===== src/sv/acond_pkg.sv =====
// acond_pkg: shared types, constants and the sequencer program of the
// audio conditioner. No dependencies; every other file imports it.
`default_nettype none

package acond_pkg;

  // Configuration port
  localparam int CFG_AW = 5;

  localparam logic [2:0] REG_B0   = 3'd0;
  localparam logic [2:0] REG_B1   = 3'd1;
  localparam logic [2:0] REG_B2   = 3'd2;
  localparam logic [2:0] REG_A1   = 3'd3;
  localparam logic [2:0] REG_A2   = 3'd4;
  localparam logic [2:0] REG_RATE = 3'd5;
  localparam logic [2:0] REG_BLEN = 3'd6;

  // Register reset values
  localparam logic [31:0] B0_RESET   = 32'h4000_0000;
  localparam logic [24:0] RATE_RESET = 25'd16777;
  localparam logic [24:0] RATE_ONE   = 25'h100_0000;
  localparam logic [12:0] BLEN_RESET = 13'd512;

  // Signal conditioning constants
  localparam logic [11:0] RAIL_LOW  = 12'd8;
  localparam logic [11:0] RAIL_HIGH = 12'd4087;
  localparam logic [31:0] DC_RESET  = 32'h8000_0000;

  typedef struct packed {
    logic [11:0] raw_code;
    logic        sample_ok;
  } in_item_t;

  typedef struct packed {
    logic signed [15:0] audio_sample;
    logic               rail_hit;
    logic               block_clipped;
    logic               block_last;
  } out_item_t;

  typedef struct packed {
    logic signed [31:0] coef_b0;
    logic signed [31:0] coef_b1;
    logic signed [31:0] coef_b2;
    logic signed [31:0] coef_a1;
    logic signed [31:0] coef_a2;
    logic [24:0]        dc_track_rate;
    logic [12:0]        block_length;
  } cfg_t;

  // Multiplier operand sources
  localparam logic [2:0] SRC_DC = 3'd0;
  localparam logic [2:0] SRC_X  = 3'd1;
  localparam logic [2:0] SRC_X1 = 3'd2;
  localparam logic [2:0] SRC_X2 = 3'd3;
  localparam logic [2:0] SRC_Y1 = 3'd4;
  localparam logic [2:0] SRC_Y2 = 3'd5;

  // Accumulator operations
  localparam logic [1:0] ACC_NONE = 2'd0;
  localparam logic [1:0] ACC_LOAD = 2'd1;
  localparam logic [1:0] ACC_ADD  = 2'd2;
  localparam logic [1:0] ACC_SUB  = 2'd3;

  // Jump conditions
  localparam logic [1:0] JC_NEXT     = 2'd0;
  localparam logic [1:0] JC_WAIT_IN  = 2'd1;
  localparam logic [1:0] JC_WAIT_OUT = 2'd2;
  localparam logic [1:0] JC_JUMP     = 2'd3;

  localparam int STEP_W = 4;
  localparam logic [STEP_W-1:0] STEP_IDLE = 4'd0;
  localparam logic [STEP_W-1:0] STEP_FIN  = 4'd13;

  typedef struct packed {
    logic              take_in;
    logic [2:0]        src;
    logic              hi;
    logic              dc_upd;
    logic              x_calc;
    logic              load_lo;
    logic [1:0]        acc_op;
    logic              finish;
    logic [1:0]        jc;
    logic [STEP_W-1:0] target;
  } ucode_t;

  // Control program: one word per step. Each biquad product is split into a low
  // half (16 unsigned bits) and a high half of the operand.
  function automatic ucode_t ucode_rom(input logic [STEP_W-1:0] step);
    ucode_t w;
    w        = '0;
    w.jc     = JC_NEXT;
    w.src    = SRC_DC;
    w.acc_op = ACC_NONE;
    w.target = STEP_IDLE;
    case (step)
      4'd0: begin
        w.take_in = 1'b1;
        w.jc      = JC_WAIT_IN;
      end
      4'd1: w.src = SRC_DC;
      4'd2: begin
        w.dc_upd = 1'b1;
        w.src    = SRC_X1;
      end
      4'd3: begin
        w.x_calc  = 1'b1;
        w.load_lo = 1'b1;
        w.src     = SRC_X1;
        w.hi      = 1'b1;
      end
      4'd4: begin
        w.acc_op = ACC_LOAD;
        w.src    = SRC_X2;
      end
      4'd5: begin
        w.load_lo = 1'b1;
        w.src     = SRC_X2;
        w.hi      = 1'b1;
      end
      4'd6: begin
        w.acc_op = ACC_ADD;
        w.src    = SRC_Y1;
      end
      4'd7: begin
        w.load_lo = 1'b1;
        w.src     = SRC_Y1;
        w.hi      = 1'b1;
      end
      4'd8: begin
        w.acc_op = ACC_SUB;
        w.src    = SRC_Y2;
      end
      4'd9: begin
        w.load_lo = 1'b1;
        w.src     = SRC_Y2;
        w.hi      = 1'b1;
      end
      4'd10: begin
        w.acc_op = ACC_SUB;
        w.src    = SRC_X;
      end
      4'd11: begin
        w.load_lo = 1'b1;
        w.src     = SRC_X;
        w.hi      = 1'b1;
      end
      4'd12: w.acc_op = ACC_ADD;
      4'd13: begin
        w.finish = 1'b1;
        w.jc     = JC_WAIT_OUT;
        w.target = STEP_IDLE;
      end
      default: begin
        w.jc     = JC_JUMP;
        w.target = STEP_IDLE;
      end
    endcase
    return w;
  endfunction

endpackage

`default_nettype wire


===== src/sv/acond_cfg_regs.sv =====
// acond_cfg_regs: APB-style register bank holding filter coefficients,
// DC tracking rate and block length. Depends on acond_pkg.
`default_nettype none

module acond_cfg_regs (
  input  wire logic                         clk,
  input  wire logic                         rst_n,
  input  wire logic                         psel,
  input  wire logic                         penable,
  input  wire logic                         pwrite,
  input  wire logic [acond_pkg::CFG_AW-1:0] paddr,
  input  wire logic [31:0]                  pwdata,
  output logic [31:0]                       prdata,
  output logic                              pready,
  output acond_pkg::cfg_t                   cfg
);
  import acond_pkg::*;

  cfg_t        cfg_r;
  logic        wr_en;
  logic [2:0]  reg_idx;

  assign pready  = 1'b1;
  assign wr_en   = psel && penable && pwrite;
  assign reg_idx = paddr[CFG_AW-1:2];
  assign cfg     = cfg_r;

  // Take a write transaction in the access phase
  always_ff @(posedge clk) begin
    if (!rst_n) begin
      cfg_r.coef_b0       <= B0_RESET;
      cfg_r.coef_b1       <= '0;
      cfg_r.coef_b2       <= '0;
      cfg_r.coef_a1       <= '0;
      cfg_r.coef_a2       <= '0;
      cfg_r.dc_track_rate <= RATE_RESET;
      cfg_r.block_length  <= BLEN_RESET;
    end else if (wr_en) begin
      case (reg_idx)
        REG_B0:   cfg_r.coef_b0       <= pwdata;
        REG_B1:   cfg_r.coef_b1       <= pwdata;
        REG_B2:   cfg_r.coef_b2       <= pwdata;
        REG_A1:   cfg_r.coef_a1       <= pwdata;
        REG_A2:   cfg_r.coef_a2       <= pwdata;
        REG_RATE: cfg_r.dc_track_rate <= pwdata[24:0];
        REG_BLEN: cfg_r.block_length  <= pwdata[12:0];
        default: ;
      endcase
    end
  end

  // Read back
  always_comb begin
    case (reg_idx)
      REG_B0:   prdata = cfg_r.coef_b0;
      REG_B1:   prdata = cfg_r.coef_b1;
      REG_B2:   prdata = cfg_r.coef_b2;
      REG_A1:   prdata = cfg_r.coef_a1;
      REG_A2:   prdata = cfg_r.coef_a2;
      REG_RATE: prdata = {7'b0, cfg_r.dc_track_rate};
      REG_BLEN: prdata = {19'b0, cfg_r.block_length};
      default:  prdata = '0;
    endcase
  end

endmodule

`default_nettype wire


===== src/sv/adc_audio_conditioner_unit.sv =====
// Audio ADC conditioner: DC removal, biquad filter, Q1.15 output, block
// marking. Depends on acond_pkg and acond_cfg_regs.
//
// Each valid 12-bit ADC code (sample_ok high) runs the program in order: a step
// to take the transaction, twelve program steps through a single shared 34x32
// signed multiplier (one DC-tracking product and ten half products for the
// five biquad taps), and a step to write the result register. The shared
// multiplier sets the number of steps. An item with sample_ok low is taken
// at the idle step and gives no result. The result register frees the input
// side, so the next item is taken while a result waits. Registers, at byte
// address 4*i: b0, b1, b2, a1, a2 (signed Q2.30), dc_track_rate (Q1.24), block_length.
`default_nettype none

module adc_audio_conditioner_unit #(
  parameter int MAX_BLOCK_LENGTH = 4096
) (
  input  wire logic                         clk,
  input  wire logic                         rst_n,
  input  wire logic                         psel,
  input  wire logic                         penable,
  input  wire logic                         pwrite,
  input  wire logic [acond_pkg::CFG_AW-1:0] paddr,
  input  wire logic [31:0]                  pwdata,
  output logic [31:0]                       prdata,
  output logic                              pready,
  input  wire logic                         in_valid,
  output logic                              in_ready,
  input  wire acond_pkg::in_item_t          in_data,
  output logic                              out_valid,
  input  wire logic                         out_ready,
  output acond_pkg::out_item_t              out_data
);
  import acond_pkg::*;

  localparam int FILL_W = $clog2(MAX_BLOCK_LENGTH + 1);
  localparam int LEN_W  = (FILL_W > 13) ? FILL_W : 13;
  localparam logic [LEN_W-1:0] MAX_LEN = LEN_W'(MAX_BLOCK_LENGTH);

  cfg_t cfg;

  acond_cfg_regs u_regs (
    .clk     (clk),
    .rst_n   (rst_n),
    .psel    (psel),
    .penable (penable),
    .pwrite  (pwrite),
    .paddr   (paddr),
    .pwdata  (pwdata),
    .prdata  (prdata),
    .pready  (pready),
    .cfg     (cfg)
  );

  // Sequencer
  logic [STEP_W-1:0] pc_r, pc_nxt;
  ucode_t            uc;
  logic              in_fire, out_free, fin_go;

  // Datapath state
  logic [11:0]        raw_r;
  logic               near_r;
  logic [31:0]        dc_r;
  logic signed [33:0] x_r, x1_r, x2_r;
  logic signed [39:0] y1_r, y2_r;
  logic signed [65:0] prod_r;
  logic signed [49:0] lo_r;
  logic signed [44:0] acc_r, acc_nxt;
  logic [FILL_W-1:0]  fill_r;
  logic               clip_r;
  logic               out_valid_r;
  out_item_t          out_data_r;

  // Combinational datapath
  logic [31:0]        code;
  logic signed [32:0] diff;
  logic [24:0]        rate_eff;
  logic signed [39:0] v;
  logic signed [31:0] coef;
  logic signed [33:0] mul_a;
  logic signed [31:0] mul_b;
  logic signed [65:0] prod_nxt;
  logic signed [57:0] dc_rnd;
  logic signed [33:0] dc_sum;
  logic signed [57:0] term_sum;
  logic signed [43:0] term;
  logic signed [44:0] term_x;
  logic signed [39:0] y_sat;
  logic signed [40:0] y_rnd;
  logic signed [24:0] s_full;
  logic signed [15:0] s_sat;
  logic               near_in;
  logic [LEN_W-1:0]   len_raw, len_eff, fill_inc;
  logic               last, clip_now;

  assign uc       = ucode_rom(pc_r);
  assign in_ready = uc.take_in;
  assign in_fire  = in_valid && in_ready;
  assign out_free = !out_valid_r || out_ready;
  assign fin_go   = uc.finish && out_free;

  // Step counter with conditional jumps
  always_comb begin
    pc_nxt = pc_r;
    case (uc.jc)
      JC_NEXT:     pc_nxt = pc_r + 1'b1;
      JC_WAIT_IN:  if (in_fire && in_data.sample_ok) pc_nxt = pc_r + 1'b1;
      JC_WAIT_OUT: if (out_free) pc_nxt = uc.target;
      JC_JUMP:     pc_nxt = uc.target;
      default:     pc_nxt = STEP_IDLE;
    endcase
  end

  // DC tracker operands
  assign code     = {raw_r, 20'b0};
  assign diff     = $signed({1'b0, code}) - $signed({1'b0, dc_r});
  assign rate_eff = (cfg.dc_track_rate > RATE_ONE) ? RATE_ONE : cfg.dc_track_rate;

  // Select multiplier operands
  always_comb begin
    case (uc.src)
      SRC_X:   begin v = 40'(x_r);  coef = cfg.coef_b0; end
      SRC_X1:  begin v = 40'(x1_r); coef = cfg.coef_b1; end
      SRC_X2:  begin v = 40'(x2_r); coef = cfg.coef_b2; end
      SRC_Y1:  begin v = y1_r;      coef = cfg.coef_a1; end
      SRC_Y2:  begin v = y2_r;      coef = cfg.coef_a2; end
      default: begin v = '0;        coef = '0;          end
    endcase
    if (uc.src == SRC_DC) begin
      mul_a = 34'(diff);
      mul_b = {7'b0, rate_eff};
    end else begin
      mul_a = uc.hi ? {{10{v[39]}}, v[39:16]} : {18'b0, v[15:0]};
      mul_b = coef;
    end
  end

  assign prod_nxt = mul_a * mul_b;

  // Rounded DC step and new estimate
  assign dc_rnd = prod_r[57:0] + 58'sd8388608;
  assign dc_sum = $signed({2'b00, dc_r}) + $signed(dc_rnd[57:24]);

  // Join half products into floor(v * c / 2^30)
  assign term_sum = prod_r[57:0] + {{8{lo_r[49]}}, lo_r};
  assign term     = term_sum[57:14];
  assign term_x   = {term[43], term};

  always_comb begin
    case (uc.acc_op)
      ACC_LOAD: acc_nxt = term_x;
      ACC_ADD:  acc_nxt = acc_r + term_x;
      ACC_SUB:  acc_nxt = acc_r - term_x;
      default:  acc_nxt = acc_r;
    endcase
  end

  // Saturate filter output to 40 bits, then round to Q1.15
  always_comb begin
    if ((&acc_r[44:39]) || !(|acc_r[44:39])) begin
      y_sat = acc_r[39:0];
    end else begin
      y_sat = acc_r[44] ? {1'b1, 39'b0} : {1'b0, {39{1'b1}}};
    end
    y_rnd  = $signed({y_sat[39], y_sat}) + 41'sd32768;
    s_full = y_rnd[40:16];
    if ((&s_full[24:15]) || !(|s_full[24:15])) begin
      s_sat = s_full[15:0];
    end else begin
      s_sat = s_full[24] ? 16'sh8000 : 16'sh7fff;
    end
  end

  // Block bookkeeping
  assign near_in  = (in_data.raw_code <= RAIL_LOW) || (in_data.raw_code >= RAIL_HIGH);
  assign len_raw  = LEN_W'(cfg.block_length);
  assign len_eff  = (len_raw == '0) ? LEN_W'(1) : ((len_raw > MAX_LEN) ? MAX_LEN : len_raw);
  assign fill_inc = LEN_W'(fill_r) + LEN_W'(1);
  assign last     = fill_inc >= len_eff;
  assign clip_now = clip_r | near_r;

  // Control state
  always_ff @(posedge clk) begin
    if (!rst_n) begin
      pc_r        <= STEP_IDLE;
      dc_r        <= DC_RESET;
      x1_r        <= '0;
      x2_r        <= '0;
      y1_r        <= '0;
      y2_r        <= '0;
      fill_r      <= '0;
      clip_r      <= 1'b0;
      out_valid_r <= 1'b0;
    end else begin
      pc_r <= pc_nxt;
      if (uc.dc_upd) begin
        dc_r <= dc_sum[31:0];
      end
      if (fin_go) begin
        x2_r        <= x1_r;
        x1_r        <= x_r;
        y2_r        <= y1_r;
        y1_r        <= y_sat;
        fill_r      <= last ? '0 : FILL_W'(fill_inc);
        clip_r      <= last ? 1'b0 : clip_now;
        out_valid_r <= 1'b1;
      end else if (out_ready) begin
        out_valid_r <= 1'b0;
      end
    end
  end

  // Payload registers
  always_ff @(posedge clk) begin
    if (in_fire) begin
      raw_r  <= in_data.raw_code;
      near_r <= near_in;
    end
    prod_r <= prod_nxt;
    if (uc.load_lo) begin
      lo_r <= prod_r[65:16];
    end
    if (uc.x_calc) begin
      x_r <= $signed({2'b00, code}) - $signed({2'b00, dc_r});
    end
    acc_r <= acc_nxt;
    if (fin_go) begin
      out_data_r.audio_sample  <= s_sat;
      out_data_r.rail_hit      <= near_r;
      out_data_r.block_clipped <= clip_now;
      out_data_r.block_last    <= last;
    end
  end

  assign out_valid = out_valid_r;
  assign out_data  = out_data_r;

  // Checks
  a_hold_pending: assert property (@(posedge clk) disable iff (!rst_n)
    (out_valid_r && !out_ready && uc.finish) |=> (out_valid_r && $stable(out_data_r)))
    else $error("pending result overwritten");

  a_fill_bound: assert property (@(posedge clk) disable iff (!rst_n)
    LEN_W'(fill_r) < MAX_LEN)
    else $error("block fill reached maximum without closing block");

  a_last_clears: assert property (@(posedge clk) disable iff (!rst_n)
    (fin_go && last) |=> (fill_r == '0 && !clip_r))
    else $error("block state not cleared after last sample");

  a_skip_invalid: assert property (@(posedge clk) disable iff (!rst_n)
    (in_fire && !in_data.sample_ok) |=> (pc_r == STEP_IDLE))
    else $error("invalid item started the program");

  a_pc_range: assert property (@(posedge clk) disable iff (!rst_n)
    pc_r <= STEP_FIN)
    else $error("step counter out of program");

endmodule

`default_nettype wire

===== config.mk =====
export PLATFORM = sky130hd
export DESIGN_NAME = adc_audio_conditioner_unit
export DESIGN_NICKNAME = d
export VERILOG_FILES = /design/src/sv/acond_pkg.sv /design/src/sv/acond_cfg_regs.sv /design/src/sv/adc_audio_conditioner_unit.sv
export SDC_FILE = /design/constraint.sdc
export NUM_CORES = 2
export LEC_CHECK = 0
export BUFFER_PORTS_ARGS = -buffer_cell sky130_fd_sc_hd__buf_4
export CAP_MARGIN = 20
export CORE_MARGIN = 2
export CORE_UTILIZATION = 38
export CTS_BUF_LIST = sky130_fd_sc_hd__clkbuf_8 sky130_fd_sc_hd__clkbuf_16
export DETAILED_ROUTE_END_ITERATION = 12
export PLACE_DENSITY = 0.5
export SLEW_MARGIN = 20
export SYNTH_ARGS = -nofsm -noshare
export SYNTH_HDL_FRONTEND = slang
export SYNTH_SLANG_ARGS = --single-unit

===== constraint.sdc =====
create_clock -name clk -period 15.1 [get_ports clk]
set_input_delay 1.51 -clock clk [delete_from_list [all_inputs] [get_ports clk]]
set_output_delay 1.51 -clock clk [all_outputs]
set_load 0.02 [all_outputs]

==> impl_metrics.csv <==
group,metric,value,unit
run_status,status,"finished, final reports clean",
worst_setup_path,cpMaxStageDelayCell,"nand3_1",
synthesis,ys_warn_count,0,
worst_setup_path,rr_worst_depth,35,
routing,wl_per_cell,24.4,um
floorplan,core_area,187000,um2
routing,drt-initial-drc-count,4828,
synthesis,ys_seq_area_frac,0.197,
routing,wirelength,262000,um
sta,tns,0,ps
worst_setup_path,crit_end,"prod_r[63]",
routing,drcViolationCount,0,
routing,viasPerCell,5.48,
sta,slew_headroom,0.135,
synthesis,yosysTopAreaCellShare,0.315,
clock_network,clkTransAtPathRegs,60,ps
min_path,hold_path.class,"reg2reg",
routing,drt_pass1_iterations,6,
sta,period_needed,12640,ps
placed_design,gp_congestion,0.942,
floorplan,start_util,0.381,
sta,fin_crit_sh,0.837,
synthesis,syn_inst,8295,
synthesis,synth-edff-count,160,
worst_setup_path,crit_arrival,13250,ps
synthesis,syn_area,71400,um2
synthesis,avgSynthCellArea,8.61,um2
cells_and_area,drive_gt1_frac,0.0661,
cells_and_area,nFillCells,18700,
synthesis,synth-async-reset-ratio,0,
placed_design,numPortBuffers,107,
worst_setup_path,r2r-start,"pc_r[3]",
global_routing,grt_overflow,0,
worst_setup_path,required,15700,ps
floorplan,dieArea,191000,um2
worst_setup_path,crit_fanout,34,
synthesis,ys_ff_latch,621,
placed_design,place_hpwl,199000,um
global_routing,grt.total_usage,0.274,
worst_setup_path,cp-start-kind,"flip-flop",
synthesis,syn_nets,9828,
synthesis,synth_common_cells,"nand2_1 (1481), inv_1 (1210), fa_1 (1123)",
sta,rsz0062_at_grt,"false",
clock_network,root_buffer,"clkbuf_16",
worst_setup_path,reg2reg_slack,2460,ps
clock_network,clock-sinks,621,
floorplan,die_x,437,um
sta,hold_viol,0,
clock_network,clkLatencyLatePin,690,ps
routing,ant_nets,0,
floorplan,rows,159,
worst_setup_path,cp_num_buf_inv,7,
worst_setup_path,r2r_end,"prod_r[63]",
clock_network,cts_setup_buffers,0,
floorplan,ios,111,
worst_setup_path,cpLargestDelayFamily,"adder cells",
clock_network,cts_tree,"yes",
job,cap_violations,0,
sta,final_max_slew_viol_count,0,
synthesis,yosysUniqueCellTypes,100,
clock_network,clock_path_buffers,3,
global_routing,grt_pass1_wl,394000,um
synthesis,ys.flop_type,"dfxtp_1",
cells_and_area,finalNetCount,9724,
cells_and_area,syn_to_final_growth,8.69,%
worst_setup_path,cp_slowest_stage_delay,790,ps
worst_setup_path,cp-startpoint,"pc_r[3]",
worst_setup_path,path_depth,35,
sta,worstMarginPinSlew,1290,ps
clock_network,numCtsBuffers,75,
global_routing,antenna_found_initial,7,
clock_network,htreeDepth,3,
sta,finalClockSkew,24.2,ps
clock_network,cts_resized,0,
synthesis,synth.area.top_cells,"fa_1 (31%), dfxtp_1 (13%), nand2_1 (7.8%)",
worst_setup_path,worst_setup_path_end_kind,"flip-flop",
global_routing,grt_max_degree,120,
synthesis,yosysTopAreaCell,"fa_1",
synthesis,synth_most_common_cell,"nand2_1",
sta,setup-violations-final,0,
global_routing,grt_pass1_vias,60300,
clock_network,cts_hold_buf,0,
worst_setup_path,critPathKind,"reg2reg",
routing,vias,58900,
sta,fmax,0.0791,GHz
worst_setup_path,crit_top_cell,"fa_1",
floorplan,die_h,437,um
## through the flow
| stage | worst slack, ps | cell area, um2 | hold slack, ps | util | instances |
|---|---|---|---|---|---|
| after global placement | 2060 | 75200 | 436 | 0.402 | 10600 |
| after CTS | 2430 | 77600 | 455 | 0.414 | 10700 |
| final | 2460 | 77600 | 454 | 0.415 | 10700 |
| after floorplan | 3520 | 71400 | 386 | - | 8295 |
| after detailed placement | 2460 | 75200 | 447 | 0.402 | 10600 |
| after global routing | 1650 | 77600 | 473 | 0.414 | 10700 |
## logic make-up (layout without fill, tap and decap cells)
family          after synthesis  after routing  synth area share
xor+xnor                    306            306            0.0375
fa+ha+maj                  1476           1476             0.377
mux                          88             88            0.0155
compound gates             1449           1449             0.127
buf+inv                    1637           1593            0.0863
flops                       621            621             0.197
other cells                   1              3         0.0000525
simple gates               2717           2717             0.160
## layer usage
metal / global-route usage / part of all wire / vias up
met5: 0 / 0.00014 / -
met4: 0.102 / 0.043 / 6
met1: 0.373 / 0.43 / 29900
li1: - / - / 26400
met3: 0.0418 / 0.068 / 477
met2: 0.440 / 0.46 / 2116
## cell usage in the layout (no fill, tap or decap), types with 48 or more instances in the layout
cell type / Yosys / layout
buf_4: 1 / 243
edfxtp_1: 160 / 160
nor2_1: 735 / 726
clkbuf_16: 0 / 78
a21oi_1: 662 / 652
a22oi_1: 80 / 79
ha_1: 353 / 353
o21ai_0: 178 / 176
xor2_1: 110 / 110
fa_1: 1123 / 1123
and3_1: 48 / 48
dfxtp_1: 461 / 461
nor3_1: 58 / 52
inv_1: 1210 / 1227
nand2_1: 1481 / 1473
a21o_1: 105 / 105
mux2i_1: 52 / 52
nand3_1: 95 / 95
xnor2_1: 196 / 196
## sequential cells by signal (all words and copies together) (netlist names)
name / cells
acc_r: 45
clip_r: 1
dc_r: 32
fill_r: 13
lo_r: 50
near_r: 1
out_data: 19
out_valid: 1
pc_r: 4
prod_r: 66
raw_r: 12
u_regs.cfg: 198
x1_r: 33
x2_r: 33
x_r: 33
y1_r: 40
y2_r: 40
## final cells by class
type / instances / area, um2 / area share
clock inverters: 51 / 333 / 0.00429
repair buffers: 246 / 1840 / 0.0238
inverters: 1210 / 4550 / 0.0587
well taps: 2495 / 3120 / 0.0402
diodes: 2 / 5.00 / 0.0000645
multi-input cells: 6037 / 51600 / 0.666
flip-flops and latches: 621 / 14000 / 0.181
clock buffers: 86 / 2060 / 0.0266
## how the worst min path moves through the flow
| stage | startpoint | end | slack [ps] | depth (start not counted) |
|---|---|---|---|---|
| after CTS | y2_r[20] | y2_r[20] | 460 | 2 |
| after global placement | clip_r | clip_r | 440 | 2 |
| after global routing | y2_r[12] | y2_r[12] | 470 | 2 |
| final | y2_r[20] | y2_r[20] | 450 | 2 |
| after floorplan | prod_r[58] | lo_r[42] | 390 | 0 |
| after detailed placement | clip_r | clip_r | 450 | 2 |
## worst min-delay path, cell delays in order, from the launching register on
cell,delay [ps]
dfxtp_1,300
nand2_1,50
a21oi_1,50
Power is left out: the tool's default activity adds up to more than one toggle a clock period on the data nets, which glitch-free logic cannot reach.
